$ cat config.mk
export PLATFORM = sky130hd
export DESIGN_NAME = chring_ram
export DESIGN_NICKNAME = d
export VERILOG_FILES = /design/src/hw/rtl/chring_ram.sv
export SDC_FILE = /design/constraint.sdc
export NUM_CORES = 1
export LEC_CHECK = 0
export BUFFER_PORTS_ARGS = -buffer_cell sky130_fd_sc_hd__buf_2
export CAP_MARGIN = 25
export CORE_ASPECT_RATIO = 1.75
export CORE_MARGIN = 5
export CORE_UTILIZATION = 50
export CTS_BUF_LIST = sky130_fd_sc_hd__clkbuf_8
export CTS_CLUSTER_DIAMETER = 30
export DETAILED_ROUTE_END_ITERATION = 12
export PLACE_DENSITY = 0.77
export RECOVER_POWER = 25
export SYNTH_ARGS = -nofsm -noshare
export SYNTH_HDL_FRONTEND = slang
export SYNTH_SLANG_ARGS = --single-unit
$ cat constraint.sdc
create_clock -name clk -period 2.2 [get_ports clk]
set_clock_uncertainty 0.1 [all_clocks]
set_input_delay 0.44 -clock clk [delete_from_list [all_inputs] [get_ports clk]]
set_output_delay 0.44 -clock clk [all_outputs]
set_load 0.1 [all_outputs]
$ cat src/hw/rtl/chring_ram.sv
// Generic simple dual-port RAM with registered read.
module chring_ram #(
    parameter int WIDTH = 8,
    parameter int DEPTH = 16
) (
    input  logic                     clk,
    input  logic                     we,
    input  logic [$clog2(DEPTH)-1:0] waddr,
    input  logic [WIDTH-1:0]         wdata,
    input  logic [$clog2(DEPTH)-1:0] raddr,
    output logic [WIDTH-1:0]         rdata
);

    logic [WIDTH-1:0] mem_reg [DEPTH];
    logic [WIDTH-1:0] rd_data_reg;

    always_ff @(posedge clk)
    begin
        if (we)
        begin
            mem_reg[waddr] <= wdata;
        end
        rd_data_reg <= mem_reg[raddr];
    end

    assign rdata = rd_data_reg;

endmodule

After elaboration in Yosys (flattened, before gate mapping)
Memory sizes are Yosys's and may differ from the RTL's. A register that Yosys moved wholly into a read port is not among the register bits.
Cells that the tools add are included.
W data, S select, Z words.

cells by class
  multiplexer cells = 2

operator list
  kind     count
  $mux W1  2

word-level totals
  bits in writable memories = 128
  input bits = 18
  memories = 1
  bits in registers = 0

memories
  memory   words  bits a word  rd ports  clocked after memory_dff  write ports  RTL line  text
  mem_reg  16     8            1         1                         1            14        logic [WIDTH-1:0] mem_reg [DEPTH];

Depth between registers and ports, before layout
  depth in word-level cells = 2
  depth in mapped cells = 5
  mapped depth without buffers = 3

Worst setup path after synthesis
OpenSTA, ideal clock, no wires.

  path type = input port to flip-flop
  start = input port waddr[2]
  end = memory mem_reg[0][0] (enable)
  stages = 2
  setup slack = 0.167 ns
  buffers on the path = 0
  arrival = 1.550 ns
  path through = or3b_2 > nor3_1

RTL lines
  what         RTL line  text
  from (decl)  8         input logic [$clog2(DEPTH)-1:0] waddr,
  to (decl)    14

Straight into the memory's write port.

Worst setup path in the final report
  start = register rd_data_reg[6] (netlist: rdata[6]) (read register of mem_reg)
  end = output port rdata[6]

RTL lines
  what         RTL line  text
  from (decl)  15        logic [WIDTH-1:0] rd_data_reg;
  to (decl)    11        output logic [WIDTH-1:0] rdata

No word-level cell between the ends.

==> flow_summary.json <==
{
  "outcome": "finished clean",
  "worstRegToRegCells": 3,
  "synth-main-ff-cell": "edfxtp_1",
  "worst_r2r_startpoint": "mem_reg[1][0]$_DFFE_PP_",
  "r2r_setup_slack_ps": 770,
  "clock_slew_at_reported_path_ffs_ps": 70,
  "critical_path_arrival_ps": 1220,
  "post_route_minimum_period_ps": 1760,
  "io_pins": 26,
  "wirelength_mm": 9.64,
  "met2_wirelength_mm": 5.49,
  "yosysTopAreaCell": "edfxtp_1",
  "num_rows": 49,
  "cts_resized": 0,
  "dp_hpwl_mm": 6.49,
  "cp-startpoint": "rdata[6]$_DFF_P_",
  "grt_pass1_vias": 2589,
  "fp.dieW_um": 86.7,
  "fmaxAchievable_ghz": 0.567,
  "via_count": 2387,
  "setup_viol": 0,
  "synth_nets": 247,
  "p_total_mw": 5.24,
  "h-tree-depth": 4,
  "timing.critical_path.from_type": "flip-flop",
  "min-delay-path-class": "in -> reg",
  "crit_path_cell_trace": "buf_2",
  "tritoncts": "done",
  "report.final.hold_viol_count": 0,
  "worst-setup-path-type": "reg -> out",
  "stdcell_area_um2": 5910,
  "finalSetupTns_ps": 0,
  "numClockSinks": 136,
  "tightest_slew_ps": 609,
  "worstPathMaxFanout": 1,
  "clk_root_buffer_cell": "clkbuf_8",
  "wire_length_the_detailed_router_placed_on_met1_mm": 3.51,
  "critPathSlowestCell": "buf_2",
  "globalplace.congestion": 0.725,
  "grt_antenna_before_repair": 0,
  "post-synth-top-area-fraction": 0.747,
  "ant_nets": 0,
  "drt_pass1_iterations": 4,
  "synth_cell_types": 19,
  "drv_cap": 0,
  "powerDensity_nw_per_um2": 887,
  "initial_core_utilization": 0.506,
  "wl_per_cell_um": 22.7,
  "synthCells": 229,
  "synthMostInstantiatedCell": "edfxtp_1",
  "worstPathRequired_ps": 1660,
  "dpl-instance-area_um2": 5540,
  "cp-end-kind": "primary output",
  "yosysWarnings": 0,
  "syn2layout_area_growth_pct": 14.8,
  "slew_viol_final": 0,
  "antenna_cells_inserted": 0,
  "synth_area_leaders": "edfxtp_1, mux4_2, mux4_1, dfxtp_1, a22oi_1",
  "top_layer": "met4",
  "largest_register_ff_count": 128,
  "grt_setup_unrepaired": "false",
  "drcViolationCount": 0,
  "timing.critical_path.buf_inv": 1,
  "holdCritStartpoint": "wdata[1]",
  "timing.critical_path.max_delay_family": "buffers and inverters",
  "overflow": 0,
  "grt_first_pass_wirelength_mm": 15.1,
  "die_area_um2": 12500,
  "number_of_register_bits_inferred_by_synthesis": 136,
  "final_net_count": 303,
  "holdBufCountCts": 0,
  "critical_path.max_stage_delay_ps": 440,
  "dieHeight_um": 144,
  "syn_area_cell_um2": 22.5,
  "synth_seq_area_share": 0.778,
  "syn_area_um2": 5150,
  "slew-limit-headroom": 0.594,
  "via_per_inst": 5.62,
  "cts_buffers": 17,
  "gr-usage-all-layers": 0.174,
  "async_flop_share": 0,
  "cts.repair_timing.setup_buffer_count": 0,
  "leakagePower_nw": 2.01,
  "period_share": 0.801,
  "port-buffer-count": 25,
  "number_of_inserted_filler_cells_in_the_final_layout": 761,
  "hold-path-endpoint": "mem_reg[10][1]$_DFFE_PP_",
  "detailedRoute.firstIterationViolations": 236,
  "hold_depth": 1,
  "cell_types_with_the_highest_counts_after_synthesis": "edfxtp_1, mux4_2, a22oi_1",
  "grt_start_max_net_pins": 33,
  "ctsLongestPathBuffers": 2,
  "hold-worst-slack_ps": 303,
  "core_area_um2": 10200,
  "vdd.ir_drop.worst_mv": 0.435,
  "clkLatencyLatePin_ps": 430,
  "critical_path.reg2reg.endpoint": "rdata[0]$_DFF_P_",
  "ratio_of_cells_with_drive_above_1_in_the_final_layout": 0.289,
  "dr_wl_met3_um": 476,
  "synth_edf_count": 128
}
-- cells by family (layout without fill, tap and decap cells) --
family | Yosys count | after routing | share of synthesized area
AND/OR/NAND/NOR | 35 | 35 | 0.0318
buffers and inverters | 10 | 79 | 0.0168
multiplexers | 32 | 32 | 0.150
AO/OA/AOI/OAI | 16 | 16 | 0.0233
flip-flops | 136 | 136 | 0.778
-- stage by stage --
| step | setup slack, ps | util | instances |
|---|---|---|---|
| floorplan | 167 | - | 229 |
| global placement | 198 | 0.544 | 393 |
| detailed placement | 205 | 0.544 | 393 |
| CTS | 391 | 0.581 | 425 |
| global route | 380 | 0.580 | 425 |
| finish | 438 | 0.580 | 425 |
-- where the power goes --
part           internal [mW]  switching (mW)
Clock                   1.08           0.855
Sequential              2.90          0.0157
Combinational          0.117           0.271
-- metal layers --
metal,vias to the layer above,global-route usage
met5,-,0
met3,12,0.0439
li1,1085,-
met4,0,0.0788
met1,1217,0.195
met2,73,0.307
-- worst max path at each step --
stage | end | cells after the start | slack, ps
floorplan | mem_reg[0][0]$_DFFE_PP_ | 2 | 170
global placement | rdata[0]$_DFF_P_ | 5 | 200
detailed placement | rdata[0]$_DFF_P_ | 5 | 210
CTS | rdata[6] | 1 | 390
global route | rdata[6] | 1 | 380
finish | rdata[6] | 1 | 440
-- layout make-up --
class,instances,area (um^2),share of cell area
clock inverter,15,145,0.0246
timing repair buffer,47,308,0.0521
clock buffer,17,234,0.0396
tap,127,159,0.0269
sequential,136,4000,0.678
multi-input combinational,83,1060,0.179
-- placed cells by master (no fill, tap or decap), drive strengths merged, types with 3 or more instances in the layout --
master	count
a22oi	16
buf	41
bufinv	3
clkbuf	23
clkinv	7
dfxtp	8
edfxtp	128
inv	4
mux4	32
nand2	9
nor2	13
nor3	4
Power figures use the tool's default switching activity.
