===== config.mk =====
export PLATFORM = sky130hd
export DESIGN_NAME = chring_mul
export DESIGN_NICKNAME = d
export VERILOG_FILES = /design/src/hw/rtl/chring_pkg.sv /design/src/hw/rtl/chring_mul.sv
export SDC_FILE = /design/constraint.sdc
export NUM_CORES = 1
export LEC_CHECK = 0
export BUFFER_PORTS_ARGS = -buffer_cell sky130_fd_sc_hd__buf_2
export CORE_MARGIN = 2
export CORE_UTILIZATION = 55
export CTS_CLUSTER_SIZE = 16
export DETAILED_ROUTE_END_ITERATION = 7
export PLACE_DENSITY = 0.79
export SYNTH_ARGS = -nofsm -noshare
export SYNTH_HDL_FRONTEND = slang
export SYNTH_SLANG_ARGS = --single-unit

===== constraint.sdc =====
create_clock -name clk -period 16 [get_ports clk]
set_input_delay 0.8 -clock clk [delete_from_list [all_inputs] [get_ports clk]]
set_output_delay 0.8 -clock clk [all_outputs]
set_load 0.01 [all_outputs]

===== src/hw/rtl/chring_pkg.sv =====
// Shared types and constants for the consistent hash ring unit.
package chring_pkg;

    localparam int RING_ENTRIES    = 256;
    localparam int RING_AW         = $clog2(RING_ENTRIES);
    localparam int RING_CW         = RING_AW + 1;
    localparam int LABEL_MAX_BYTES = 255;

    localparam logic [31:0] HASH_SEED = 32'hbc9f1d34;
    localparam logic [31:0] HASH_MUL  = 32'hc6a4a793;

    localparam logic [1:0] KIND_KEY   = 2'd0;
    localparam logic [1:0] KIND_LABEL = 2'd1;
    localparam logic [1:0] KIND_CLEAR = 2'd2;

    localparam logic RES_LOOKUP = 1'b0;
    localparam logic RES_INSERT = 1'b1;

    typedef struct packed {
        logic [1:0]  kind;
        logic [7:0]  data_byte;
        logic [15:0] string_length;
        logic        last;
        logic [7:0]  node_id;
    } in_t;

    typedef struct packed {
        logic [7:0]  node_id_res;
        logic [31:0] point;
        logic        result_kind;
        logic        ring_empty;
        logic        ring_full;
    } res_t;

    typedef struct packed {
        logic [31:0] point;
        logic [7:0]  node;
    } ring_entry_t;

endpackage


===== src/hw/rtl/chring_mul.sv =====
// Shared hash multiplier: registered product of the operand and the hash constant.
module chring_mul (
    input  logic        clk,
    input  logic [31:0] operand,
    output logic [31:0] product
);

    logic [31:0] product_reg;

    always_ff @(posedge clk)
    begin
        product_reg <= operand * chring_pkg::HASH_MUL;
    end

    assign product = product_reg;

endmodule


; ---- Yosys cells after proc, flatten, opt, wreduce, memory -nomap -nowiden
; Index checks and enable logic that the tools add are counted.
[op_classes]
n_addsub = 0
n_mul = 1
div = 0
magnitude_cmp = 0
n_eq_ne = 0
n_shift = 0
muxes = 0
bitwise = 0
reduce_logical = 0
[op_table]
columns = cell, n
row1 = $mul 32x31->32 const B, 1
[word_totals]
regBits = 32
latch_bits = 0
ramBits = 0
romBits = 0
input_bits = 33
out_inout_bits = 32
word_cells = 2
mem_count = 0

; ---- Depth between registers and ports, before layout
[logic_depth]
ltp_word = 1
depth_mapped = 22
ltp_nobuf = 22

; ---- Least setup slack after synthesis
; Ideal clock, no wire load.
[synth_path]
path_kind = input-to-reg
start = input port operand[9]
end = register product_reg[30] (netlist: product[30])
setup_time_ps = 128
arrival_time_ps = 6172
t_required_ps = 15872
path_slack_ps = 9700
stages = 22
path_buffers = 0
path_cell_list = fa_1 > ha_1 > fa_1 > inv_1 > fa_1 > inv_1 > fa_1 > inv_1 > fa_1 > inv_1 > fa_1 > inv_1 > fa_1 > inv_1 > ha_1 > nand3_1 > o221ai_1 > a221o_1 > a31oi_4 > a21o_1 > and2_1 > o211ai_1
[synth_between]
elab_chain_len = 1
[synth_rtl]
columns = item, line_no
row1 = start: declaration, chring_mul.sv:4  ; input logic [31:0] operand,
row2 = $mul 32x31->32, chring_mul.sv:12  ; product_reg <= operand * chring_pkg::HASH_MUL;
row3 = end signal: assignment, chring_mul.sv:12
row4 = end: declaration, chring_mul.sv:8  ; logic [31:0] product_reg;
; Every way passes these cells.

; ---- Worst setup path in the final report
[layout_path]
start = input port operand[18]
end = register product_reg[31] (netlist: product[31])
; Same word-level chain as after synthesis.

==> summary.txt <==
CTS
  • CTS H-tree lvls: 2
  • Setup Fix Bufs, Post-CTS: 0
  • Clock-pin slew on the worst setup and hold paths: 0.06 ns
  • CTS resizes: 0
  • CTS Hold Buffers Added: 0
  • CTS buffer count: 5
  • Clock tree from TritonCTS: yes
  • Clk buf depth: 2
  • Clock net sink count: 32
  • CTS root buf: clkbuf_16

Final layout
  • # diodes: 0
  • Area growth, synth to finish: 7.92%
  • # nets final: between 1000 and 1500
  • Max reg flops: 32
  • Fillers: 1387
  • Layout cell share with drive strength beyond 1: around 8.7%

STA
  • Peak Freq: 149 MHz
  • RSZ-0062 raised after global routing: false
  • Pins Over Slew Limit: 0
  • Setup-failing EPs final: 0
  • Tcrit/Tclk final: 41.9%
  • Rel. slew slack: 66.9%
  • Final hold violations: 0
  • Tmin final: 6.71 ns
  • Setup TNS: 0 ns
  • Worst slew pin tran: approximately 0.49 ns

Route
  • Drt drc: 0
  • Router iterations before antenna repair: 4
  • Via count: 6256
  • Antenna Nets Post-Route: 0
  • 1st-iter DRT viols: 194
  • DR vias/cell: 5.19
  • Wire per inst: 16.5 um
  • Final WL: about 20000 um

Floorplan
  • Core footprint: between 0.015 and 0.02 mm^2
  • Die Span Y: 136 um
  • FP Rows: 48
  • Initial core utilization: 55.7%
  • Die ar.: 0.0184 mm^2
  • Die Width: between 100 and 150 um
  • IO Count: between 60 and 70

Outcome
  • Status: finished, final reports clean

GRT
  • Maximum number of pins on one net before global-route repair: 14
  • GRT Total Usage: between 20% and 30%
  • First-pass GRT wire length: 33900 um
  • Initial antenna violation count: 0
  • Vias in the first global route: 7210
  • GRT Residual Overflow: 0

Hold path
  • Worst hold path class: in -> reg

Synth
  • Synth Area in Adders: 68.5%
  • Synth Area in Simple Gates: 1.92%
  • Flops & latches, synth: 32
  • Yosys top cell area share: 36.8%
  • Post-Synth XOR/XNOR Area: 5.24%
  • Syn Inst Count: 910
  • Post-synthesis cell area: 0.00953 mm^2
  • Top cells by area, synth: fa_1 (37%), ha_1 (32%), inv_1 (11%)
  • Library cells used by synthesis: 45
  • FFs w/ async S/R, synth: 0%
  • EDFF count, synth: 0
  • Main synth FF type: dfxtp_1
  • Ys Warns: 0
  • Syn nets: 1360
  • Syn avg cell area: about 10 um^2
  • Main combinational cell family by area after synthesis: adder cells
  • Post-synthesis sequential area ratio: 6.72%
  • Post-synthesis mux area share: 0%
  • Compound-cell area share of the yosys netlist: 6.18%
  • Yosys top cell by area: fa_1

Placement
  • Detailed-placement wirelength estimate: 17200 um
  • Port Buf Inserts: 64
  • Gpl congestion: 0.866

Setup path
  • Worst EP arrival: 6.89 ns
  • CP max FO: 8
  • CP Launch Type: input port
  • Crit path required time: roughly 16 ns
  • Setup CP Type: in -> reg
  • CP Capture Type: register

Job
  • Max Cap Viol: 0
[kinds of logic (layout without fill, tap and decap cells)]
kind of cell    after synthesis  in the layout
buf+inv                     290            361
flops                        32             32
compound gates               78             78
fa+ha+maj                   417            417
xor+xnor                     57             57
simple gates                 36             36
[final cells by class]
type	instances	area, um^2	area share (%)
repair buffers	64	320	3.11
flip-flops and latches	32	641	6.23
clock buffers	7	153	1.48
inverters	290	1090	10.6
well taps	225	282	2.74
multi-input cells	588	7800	75.9
[final timing paths]
check | from | endpoint | slack (ns) | cells after the start
worst max-delay path | operand[18] | product[31] | 9.29 | 19
worst min-delay path | operand[0] | product[0] | 0.84 | 1
[through the flow]
| step | hold WS (ns) | util, % | cell area [um^2] | setup WS, ns | std cells |
|---|---|---|---|---|---|
| floorplan | 0.828 | - | 9530 | 9.70 | 910 |
| CTS | 0.835 | 60.1 | 10300 | 9.29 | 1206 |
| finish | 0.843 | 60.1 | 10300 | 9.29 | 1206 |
| global route | 0.844 | 60.1 | 10300 | 8.98 | 1206 |
| global placement | 1.15 | 59.2 | 10100 | 9.09 | 1199 |
| detailed placement | 1.15 | 59.2 | 10100 | 8.98 | 1199 |
[cell usage after synthesis, drive strengths merged (7+ instances only)]
library cell and count:
nand2 12, ha 242, xor2 9, o21ai 11
xnor2 48, nor2 7, a21oi 25, inv 290
dfxtp 32, a21o 9, fa 175
[critical path, cell delays in order]
cell and delay (ns):
buf_2 0.26, fa_1 0.47, ha_1 0.29, inv_1 0.05
fa_1 0.50, fa_1 0.54, inv_1 0.06, fa_1 0.57
fa_1 0.44, fa_1 0.51, fa_1 0.42, ha_1 0.39
a21o_1 0.24, a31o_2 0.23, a221oi_2 0.25, o211ai_1 0.27
a31oi_1 0.32, o21ai_1 0.13, xnor2_1 0.13
[routing by layer]
| layer | part of all wire (%) | vias up | global-route usage (%) |
|---|---|---|---|
| li1 | - | 2975 | - |
| met1 | 42 | 3108 | 29.2 |
| met2 | 51 | 126 | 43.8 |
| met3 | 3.3 | 47 | 3.07 |
| met4 | 3.4 | 0 | 8.74 |
| met5 | 0 | - | 0 |
[cell usage in the layout (no fill, tap or decap), types with 4 or more instances in the layout]
cell type and instances:
o211ai_1 4, xor2_1 9, and2_1 4, dfxtp_1 32, clkbuf_16 5, nor2_1 7
nand2_1 11, ha_1 242, nand3_1 5, o21ai_0 7, inv_1 290, xnor2_1 48
o21bai_1 5, a21oi_1 22, a21o_1 9, buf_2 64, fa_1 175
Power is not shown: default switching activity piles up to over one toggle a cycle in this logic, so the estimate is an artifact.
